File: src/rtl/core/gwlg_pkg.sv
// ----------------------------------------------------------------------------
// gwlg_pkg
// Shared types and the linearization table builder for the gray converter.
// ----------------------------------------------------------------------------
package gwlg_pkg;

    // slot width of one table entry, enough for 2^LINEAR_BITS at the widest setting
    localparam int unsigned LIN_W = 25;
    localparam int unsigned LIN_N = 256;

    typedef logic [LIN_N*LIN_W-1:0] t_lin_tab;

    // sideband that travels with a request through the pipeline
    typedef struct packed {
        logic       valid;
        logic [7:0] alpha;
    } t_tag;

    // entry x is the largest v with v^5 * 255^12 <= x^12 * 2^(5*lb)
    function automatic t_lin_tab lin_table(input int unsigned lb);
        t_lin_tab           tab;
        logic [255:0]       den;
        logic [255:0]       num;
        logic [255:0]       t;
        logic [LIN_W-1:0]   v;
        logic [LIN_W-1:0]   cand;
        int                 x;
        int                 k;
        int                 bt;
        tab = '0;
        den = 256'd1;
        for (k = 0; k < 12; k++) begin
            den = den * 256'd255;
        end
        for (x = 0; x < LIN_N; x++) begin
            num = 256'd1;
            for (k = 0; k < 12; k++) begin
                num = num * 256'(x);
            end
            num = num << (5 * lb);
            v = '0;
            for (bt = int'(lb); bt >= 0; bt--) begin
                cand = v | (LIN_W'(1) << bt);
                t = den;
                for (k = 0; k < 5; k++) begin
                    t = t * 256'(cand);
                end
                if (t <= num) begin
                    v = cand;
                end
            end
            tab[x*LIN_W +: LIN_W] = v;
        end
        return tab;
    endfunction

endpackage

File: src/rtl/core/gamma_weighted_luma_gray.sv
// ----------------------------------------------------------------------------
// gamma_weighted_luma_gray
// Gamma-corrected Rec.709 luma grayscale of packed ARGB pixels.
// ----------------------------------------------------------------------------
// Usage:
//   Drive i_pixel_in and raise start; the request is taken at a clock edge
//   where start is high and busy is low. busy is low in every cycle after
//   reset, so one pixel can be issued each clock.
//   Each result appears on o_pixel_out for one cycle with o_done high,
//   in request order, after passing through every pipeline stage.
//   Pipeline: registered table lookup, weighting and summing, then 8 search
//   cells, one per gray bit, each looking up its candidate and comparing.
//   Throughput: one pixel per clock; every stage is a plain register step.
//   The receiver cannot stall: results are not held.
//   Reset (i_rst_n low, synchronous) drops all requests in flight and holds
//   busy high until the cycle after reset is released.
//   The linearization table is a constant built when the design elaborates.
// ----------------------------------------------------------------------------
module gamma_weighted_luma_gray #(
    parameter int unsigned LINEAR_BITS = 20,
    parameter int unsigned WEIGHT_BITS = 16
) (
    input  logic        i_clk,
    input  logic        i_rst_n,
    input  logic        start,
    output logic        busy,
    input  logic [31:0] i_pixel_in,
    output logic        o_done,
    output logic [31:0] o_pixel_out
);

    localparam gwlg_pkg::t_lin_tab LIN_TAB = gwlg_pkg::lin_table(LINEAR_BITS);
    localparam int unsigned NCELL   = 8;
    localparam int unsigned LATENCY = 3 + NCELL;

    logic                   r_ready;
    logic                   take;
    gwlg_pkg::t_tag         tag  [0:NCELL];
    logic [LINEAR_BITS:0]   sum  [0:NCELL];
    logic [7:0]             gray [0:NCELL];

    always_ff @(posedge i_clk) begin
        if (!i_rst_n) begin
            r_ready <= 1'b0;
        end else begin
            r_ready <= 1'b1;
        end
    end

    assign busy = ~r_ready;
    assign take = start & ~busy;

    gwlg_weigh #(
        .LINEAR_BITS (LINEAR_BITS),
        .WEIGHT_BITS (WEIGHT_BITS),
        .LIN_TAB     (LIN_TAB)
    ) u_weigh (
        .i_clk   (i_clk),
        .i_rst_n (i_rst_n),
        .i_valid (take),
        .i_pixel (i_pixel_in),
        .o_tag   (tag[0]),
        .o_sum   (sum[0])
    );

    assign gray[0] = 8'd0;

    // cell k settles gray bit 7-k
    for (genvar k = 0; k < NCELL; k++) begin : g_cell
        gwlg_cell #(
            .LINEAR_BITS (LINEAR_BITS),
            .BIT         (NCELL - 1 - k),
            .LIN_TAB     (LIN_TAB)
        ) u_cell (
            .i_clk   (i_clk),
            .i_rst_n (i_rst_n),
            .i_tag   (tag[k]),
            .i_sum   (sum[k]),
            .i_gray  (gray[k]),
            .o_tag   (tag[k+1]),
            .o_sum   (sum[k+1]),
            .o_gray  (gray[k+1])
        );
    end

    assign o_done      = tag[NCELL].valid;
    assign o_pixel_out = {tag[NCELL].alpha, gray[NCELL], gray[NCELL], gray[NCELL]};

    a_latency : assert property (@(posedge i_clk) disable iff (!i_rst_n)
        take |-> ##LATENCY o_done)
        else $error("request did not complete after the pipeline latency");

    a_alpha : assert property (@(posedge i_clk) disable iff (!i_rst_n)
        take |-> ##LATENCY (o_pixel_out[31:24] == $past(i_pixel_in[31:24], LATENCY)))
        else $error("alpha lost its request on the way through");

    a_white : assert property (@(posedge i_clk) disable iff (!i_rst_n)
        (take && (i_pixel_in[23:0] == 24'hFFFFFF)) |-> ##LATENCY (o_pixel_out[7:0] == 8'hFF))
        else $error("full white did not map to full gray");

endmodule

File: src/rtl/core/gwlg_weigh.sv
// ----------------------------------------------------------------------------
// gwlg_weigh
// Linearizes red, green and blue and forms the weighted linear luma sum.
// ----------------------------------------------------------------------------
module gwlg_weigh #(
    parameter int unsigned      LINEAR_BITS = 20,
    parameter int unsigned      WEIGHT_BITS = 16,
    parameter gwlg_pkg::t_lin_tab LIN_TAB   = '0
) (
    input  logic                    i_clk,
    input  logic                    i_rst_n,
    input  logic                    i_valid,
    input  logic [31:0]             i_pixel,
    output gwlg_pkg::t_tag          o_tag,
    output logic [LINEAR_BITS:0]    o_sum
);

    localparam int unsigned LW     = LINEAR_BITS + 1;
    localparam int unsigned PROD_W = LINEAR_BITS + 1 + WEIGHT_BITS;
    localparam int unsigned FULL   = 1 << WEIGHT_BITS;
    localparam int unsigned WR_INT = (2126 * FULL + 5000) / 10000;
    localparam int unsigned WB_INT = (722 * FULL + 5000) / 10000;
    localparam int unsigned WG_INT = FULL - WR_INT - WB_INT;
    localparam logic [WEIGHT_BITS-1:0] W_RED   = WEIGHT_BITS'(WR_INT);
    localparam logic [WEIGHT_BITS-1:0] W_GREEN = WEIGHT_BITS'(WG_INT);
    localparam logic [WEIGHT_BITS-1:0] W_BLUE  = WEIGHT_BITS'(WB_INT);

    logic               r_vld1, r_vld2, r_vld3;
    logic [7:0]         r_alpha1, r_alpha2, r_alpha3;
    logic [LW-1:0]      r_lin_r, r_lin_g, r_lin_b;
    logic [PROD_W-1:0]  r_prod_r, r_prod_g, r_prod_b;
    logic [LW-1:0]      r_sum;
    logic [LW-1:0]      n_lin_r, n_lin_g, n_lin_b;
    logic [PROD_W-1:0]  n_prod_r, n_prod_g, n_prod_b;
    logic [PROD_W+1:0]  sum_full;
    logic [LW-1:0]      n_sum;

    always_comb begin
        n_lin_r = LIN_TAB[32'(i_pixel[23:16]) * gwlg_pkg::LIN_W +: LW];
        n_lin_g = LIN_TAB[32'(i_pixel[15:8])  * gwlg_pkg::LIN_W +: LW];
        n_lin_b = LIN_TAB[32'(i_pixel[7:0])   * gwlg_pkg::LIN_W +: LW];
    end

    always_comb begin
        n_prod_r = PROD_W'(r_lin_r) * PROD_W'(W_RED);
        n_prod_g = PROD_W'(r_lin_g) * PROD_W'(W_GREEN);
        n_prod_b = PROD_W'(r_lin_b) * PROD_W'(W_BLUE);
    end

    // weights sum to one, so the shifted sum never exceeds the top table entry
    always_comb begin
        sum_full = (PROD_W+2)'(r_prod_r) + (PROD_W+2)'(r_prod_g) + (PROD_W+2)'(r_prod_b);
        n_sum    = LW'(sum_full >> WEIGHT_BITS);
    end

    always_ff @(posedge i_clk) begin
        if (!i_rst_n) begin
            r_vld1 <= 1'b0;
            r_vld2 <= 1'b0;
            r_vld3 <= 1'b0;
        end else begin
            r_vld1 <= i_valid;
            r_vld2 <= r_vld1;
            r_vld3 <= r_vld2;
        end
    end

    always_ff @(posedge i_clk) begin
        r_alpha1 <= i_pixel[31:24];
        r_lin_r  <= n_lin_r;
        r_lin_g  <= n_lin_g;
        r_lin_b  <= n_lin_b;
        r_alpha2 <= r_alpha1;
        r_prod_r <= n_prod_r;
        r_prod_g <= n_prod_g;
        r_prod_b <= n_prod_b;
        r_alpha3 <= r_alpha2;
        r_sum    <= n_sum;
    end

    assign o_tag = '{valid: r_vld3, alpha: r_alpha3};
    assign o_sum = r_sum;

endmodule

File: src/rtl/core/gwlg_cell.sv
// ----------------------------------------------------------------------------
// gwlg_cell
// One step of the inverse search: decides a single bit of the gray value.
// ----------------------------------------------------------------------------
module gwlg_cell #(
    parameter int unsigned        LINEAR_BITS = 20,
    parameter int unsigned        BIT         = 7,
    parameter gwlg_pkg::t_lin_tab LIN_TAB     = '0
) (
    input  logic                    i_clk,
    input  logic                    i_rst_n,
    input  gwlg_pkg::t_tag          i_tag,
    input  logic [LINEAR_BITS:0]    i_sum,
    input  logic [7:0]              i_gray,
    output gwlg_pkg::t_tag          o_tag,
    output logic [LINEAR_BITS:0]    o_sum,
    output logic [7:0]              o_gray
);

    localparam int unsigned LW = LINEAR_BITS + 1;

    logic           r_valid;
    logic [7:0]     r_alpha;
    logic [LW-1:0]  r_sum;
    logic [7:0]     r_gray;
    logic [7:0]     cand;
    logic [LW-1:0]  cand_lin;
    logic [7:0]     n_gray;

    // table is nondecreasing, so greedy bit setting finds the largest match
    always_comb begin
        cand     = i_gray | (8'(1) << BIT);
        cand_lin = LIN_TAB[32'(cand) * gwlg_pkg::LIN_W +: LW];
        n_gray   = (cand_lin <= i_sum) ? cand : i_gray;
    end

    always_ff @(posedge i_clk) begin
        if (!i_rst_n) begin
            r_valid <= 1'b0;
        end else begin
            r_valid <= i_tag.valid;
        end
    end

    always_ff @(posedge i_clk) begin
        r_alpha <= i_tag.alpha;
        r_sum   <= i_sum;
        r_gray  <= n_gray;
    end

    assign o_tag  = '{valid: r_valid, alpha: r_alpha};
    assign o_sum  = r_sum;
    assign o_gray = r_gray;

endmodule
File: config.mk
export PLATFORM = sky130hd
export DESIGN_NAME = gamma_weighted_luma_gray
export DESIGN_NICKNAME = d
export VERILOG_FILES = /design/src/rtl/core/gwlg_pkg.sv /design/src/rtl/core/gamma_weighted_luma_gray.sv /design/src/rtl/core/gwlg_weigh.sv /design/src/rtl/core/gwlg_cell.sv
export SDC_FILE = /design/constraint.sdc
export NUM_CORES = 2
export LEC_CHECK = 0
export BUFFER_PORTS_ARGS = -buffer_cell sky130_fd_sc_hd__buf_2
export CAP_MARGIN = 40
export CORE_AREA = 4 4 305 307
export CTS_CLUSTER_DIAMETER = 50
export DETAILED_ROUTE_END_ITERATION = 8
export DIE_AREA = 0 0 309 311
export HOLD_SLACK_MARGIN = 0.1
export PLACE_DENSITY = 0.77
export SLEW_MARGIN = 30
export SYNTH_ARGS = -nofsm -noshare
export SYNTH_HDL_FRONTEND = slang
export SYNTH_SLANG_ARGS = --single-unit
File: constraint.sdc
create_clock -name i_clk -period 5.14 [get_ports i_clk]
set_input_delay 1.028 -clock i_clk [delete_from_list [all_inputs] [get_ports i_clk]]
set_output_delay 1.028 -clock i_clk [all_outputs]
set_load 0.005 [all_outputs]
==> impl_metrics.yaml, run 1 <==
logic_synthesis:
  synth_cell_types: 94
  synth_edf_count: 0
  syn_nets: 7912
  syn_area_sq_mm: 0.0538
  ys_seq_area_share_pct: 17.5
  ys_warn_count: 0
  synthCells: 6848
  async_reset_ff_share_pct: 0
  synth-seq-cells: 471
  synth_ff_type: "dfxtp_1"
  syn_area_per_cell_sq_um: 7.86
clock_tree:
  cts_sinks: 471
  cts_max_path_buffers: 3
  cts_buffers: 50
  root_buffer: "clkbuf_16"
  cts_hold_buf: 0
  h-tree-depth: 2
die:
  die_x_microns: 309
  die_h_microns: 311
  rows: 110
  start_util_pct: 59.8
  ios: 69
place:
  gp_congestion: 1.11
  pre_cts_slack_ns: -0.497
  place_hpwl_microns: 168000
  numPortBuffers: 68
global_route:
  grt_max_degree: 123
  track_usage_pct: 60.5
  grt_overflow: 26
run_status:
  status: "did not finish"
  haltStage: "5_1_grt"
  first-error: "[ERROR GRT-0232] Routing congestion too high. Check the congestion heatmap in the GUI."
logic make-up after synthesis:
| kind of cell | synth area share [%] |
|---|---|
| AO/OA/AOI/OAI | 25.8 |
| AND/OR/NAND/NOR | 14.6 |
| buffers and inverters | 8.96 |
| adder cells (fa/ha/maj) | 29.2 |
| flip-flops | 17.5 |
| XOR/XNOR | 1.95 |
| multiplexers | 1.88 |
cell usage after synthesis, types with 117 or more instances:
master | instances | share of area (%)
a211oi_1 | 117 | 1.6
a21oi_1 | 598 | 5.6
clkbuf_1 | 363 | 2.5
dfxtp_1 | 471 | 18
fa_1 | 380 | 14
ha_1 | 649 | 15
inv_1 | 741 | 5.2
nand2_1 | 588 | 4.1
nand3_1 | 166 | 1.5
nor2_1 | 496 | 3.5
nor3_1 | 146 | 1.4
o211ai_1 | 120 | 1.7
o21ai_0 | 570 | 5.3
through the flow:
step	setup TNS [ns]	utilization, %	cell area, sq um	hold WS [ns]	cells
2_1_floorplan	0	-	53900	0.310	6848
3_3_place_gp	-1.26	63.9	57500	0.310	8073
3_5_place_dp	-5.33	63.9	57500	0.312	8073
4_1_cts	-3.64	66.6	59900	0.326	8176
repair_timing:
item | in CTS
pin swaps | 58
setup endpoints to repair | 31
resized for setup | 118
buffers inserted | 13
hold endpoints to repair | 0
routing by layer:
layer  global-route usage (%)  overflow
met1                     68.2         2
met2                     74.9         7
met3                     44.4         7
met4                     43.7        10
met5                     26.9         0
==> run 2: changes to the inputs <==
Settings changed: CORE_AREA 4 4 305 307 to 4 4 372 374, CTS_CLUSTER_DIAMETER 50 to not set, DIE_AREA 0 0 309 311 to 0 0 376 378, HOLD_SLACK_MARGIN 0.1 to not set, PLACE_DENSITY 0.77 to not set, PLACE_DENSITY_LB_ADDON set to 0.15.
Clock period 5.14 ns to 6.7 ns, I/O delays scaled along.
==> run 2 against run 1 <==
  * The flow now finishes, with violations (design-rule violations)
  * Synthesized cell count stayed put
  * Synthesized area stayed put
==> impl_metrics.yaml, run 2 <==
setup_path:
  setup.worst_path.end_class: "register"
  crit_arrival_ns: 6.32
  start_kind: "register"
  worst_path_most_repeated_cell: "fa_1"
  critPathBufInv: 4
  worst-setup-path-type: "register to register"
  required_ns: 7.20
  worst_path_max_delay_cell: "fa_1"
  crit_fanout: 6
  cpPeakStageDelay_ns: 0.54
  path_cells: "ha_1 > fa_1 > inv_1 > fa_1 > inv_1 > fa_1 > inv_1 > fa_1 > fa_1 > inv_1 > ha_1 > a21oi_1 > o21ai_0 > a21o_1 > a21o_1 > a21oi_1 > o21ai_1 > a41oi_2 > o21ba_2 > o21ai_1 > xnor2_1"
  cp_top_family: "adder cells"
routing:
  drc: 12
  antenna_left: 0
  totalWireLength_microns: 213000
  wl_per_cell_microns: 25.2
  drt_first_pass_iters: 9
  vias: 52400
  drt_iter0_markers: 7269
  routed_via_density: 6.21
sta:
  final.setup.tns_ns: 0
  relSlewSlack_pct: 33.2
  min_period_ns: 5.82
  finClkSkew_ns: 0.0438
  tightest_slew_ns: 0.998
  post-route-period-util_pct: 86.9
  rsz0062_at_grt: "false"
  setup_viol: 0
  max_freq_mhz: 172
  finalHoldViolCount: 0
  slew_violations: 0
clock_tree:
  h-tree-depth: 2
  root_buffer: "clkbuf_16"
  cts_buffers: 51
  cts_tree: "done"
  cts_setup_buffers: 0
  cts_sinks: 471
  cts_hold_buf: 0
  ctsResizeCount: 0
  clock_latency_ns: 0.64
  cts_max_path_buffers: 3
  clk_pin_slew_ns: 0.06
logic_synthesis:
  ys_warn_count: 0
  synthTopCellsByArea: "dfxtp_1, ha_1, fa_1"
  syn_area_per_cell_sq_um: 7.86
  syn_nets: 7912
  synth_cell_types: 94
  syn_area_sq_mm: 0.0538
  async_reset_ff_share_pct: 0
  synth_edf_count: 0
  synthCells: 6848
  yosysTopAreaCell: "dfxtp_1"
  ys_seq_area_share_pct: 17.5
  synth-seq-cells: 471
  yosysTopAreaCellShare_pct: 17.5
  synth_commonest_cells: "inv_1, ha_1, a21oi_1"
  synth_most_common_cell: "inv_1"
  synth_ff_type: "dfxtp_1"
place:
  numPortBuffers: 68
  gp_congestion: 1.03
  place_hpwl_microns: 159000
run_status:
  status: "finished, violations left"
  violations: "design-rule violations"
final_layout:
  fillerInstances: 13800
  synthToLayoutAreaGrowth_pct: 6.85
  final_common_cell: "inv_1"
  drive_gt1_share_pct: 6.07
  multiInputGateArea_sq_mm: 0.0396
  largest_reg_flops: 147
  fin_nets: 7675
  final_cell_mix: "inv_1, ha_1, a21oi_1"
  seqCellArea_sq_mm: 0.00944
global_route:
  grt_pass1_wl_microns: 320000
  grt_overflow: 0
  track_usage_pct: 28.8
  antenna_found_initial: 11
  grt_pass1_vias: 50600
  grt_max_degree: 120
die:
  rows: 135
  die_x_microns: 376
  ios: 69
  start_util_pct: 39.9
  die_h_microns: 378
  coreArea_sq_mm: 0.135
  floorplan.die_area_sq_mm: 0.142
job:
  cap_violations: 0
min_path:
  hold_class: "register to register"
[run 2: metal layers]
metal	global-route usage [%]	vias up	wire [microns]
met5	0	-	80
met4	11.4	10	9860
met3	6.56	646	21600
met2	45.1	3121	93100
met1	38.4	24900	88000
li1	-	23700	-
[run 2: cells by family after synthesis]
group           after synthesis  synth area share (%)
fa+ha+maj                  1029                  29.2
flops                       471                  17.5
simple gates               1736                  14.6
compound gates             2178                  25.8
mux                          59                  1.88
xor+xnor                    120                  1.95
buf+inv                    1255                  8.96
[run 2: path summary, 6_finish.rpt]
kind         cells after the start                          to          startpoint  slack, ns
max                             21        u_weigh.r_prod_r[30]  u_weigh.r_lin_r[7]       0.88
min                              0  g_cell[0].u_cell.o_sum[15]   u_weigh.o_sum[15]       0.32
max reg2reg                     21        u_weigh.r_prod_r[30]  u_weigh.r_lin_r[7]       0.88
min reg2reg                      0  g_cell[0].u_cell.o_sum[15]   u_weigh.o_sum[15]       0.32
[run 2: area by class of cell]
| type | count | area share (%) |
|---|---|---|
| repair buffers | 213 | 2.69 |
| clock buffers | 62 | 2.41 |
| inverters | 752 | 4.91 |
| diodes | 5 | 0.0218 |
| well taps | 1781 | 3.88 |
| clock inverters | 33 | 0.857 |
| multi-input cells | 5122 | 68.8 |
| flip-flops and latches | 471 | 16.4 |
[run 2: stage by stage]
step / instance area [sq um] / hold slack [ns] / std cells / utilization, % / setup slack (ns)
after floorplan: 53800 / 0.310 / 6848 / - / 1.37
after detailed placement: 55600 / 0.312 / 8336 / 41.2 / 0.947
after CTS: 57400 / 0.315 / 8431 / 42.6 / 0.862
after global routing: 57500 / 0.316 / 8435 / 42.6 / 0.493
final: 57500 / 0.315 / 8439 / 42.6 / 0.881
after global placement: 55500 / 0.311 / 8328 / 41.1 / 0.942
Power of run 2 is left out: the tool's default activity adds up to more than one toggle a clock period on the data nets, which glitch-free logic cannot reach.
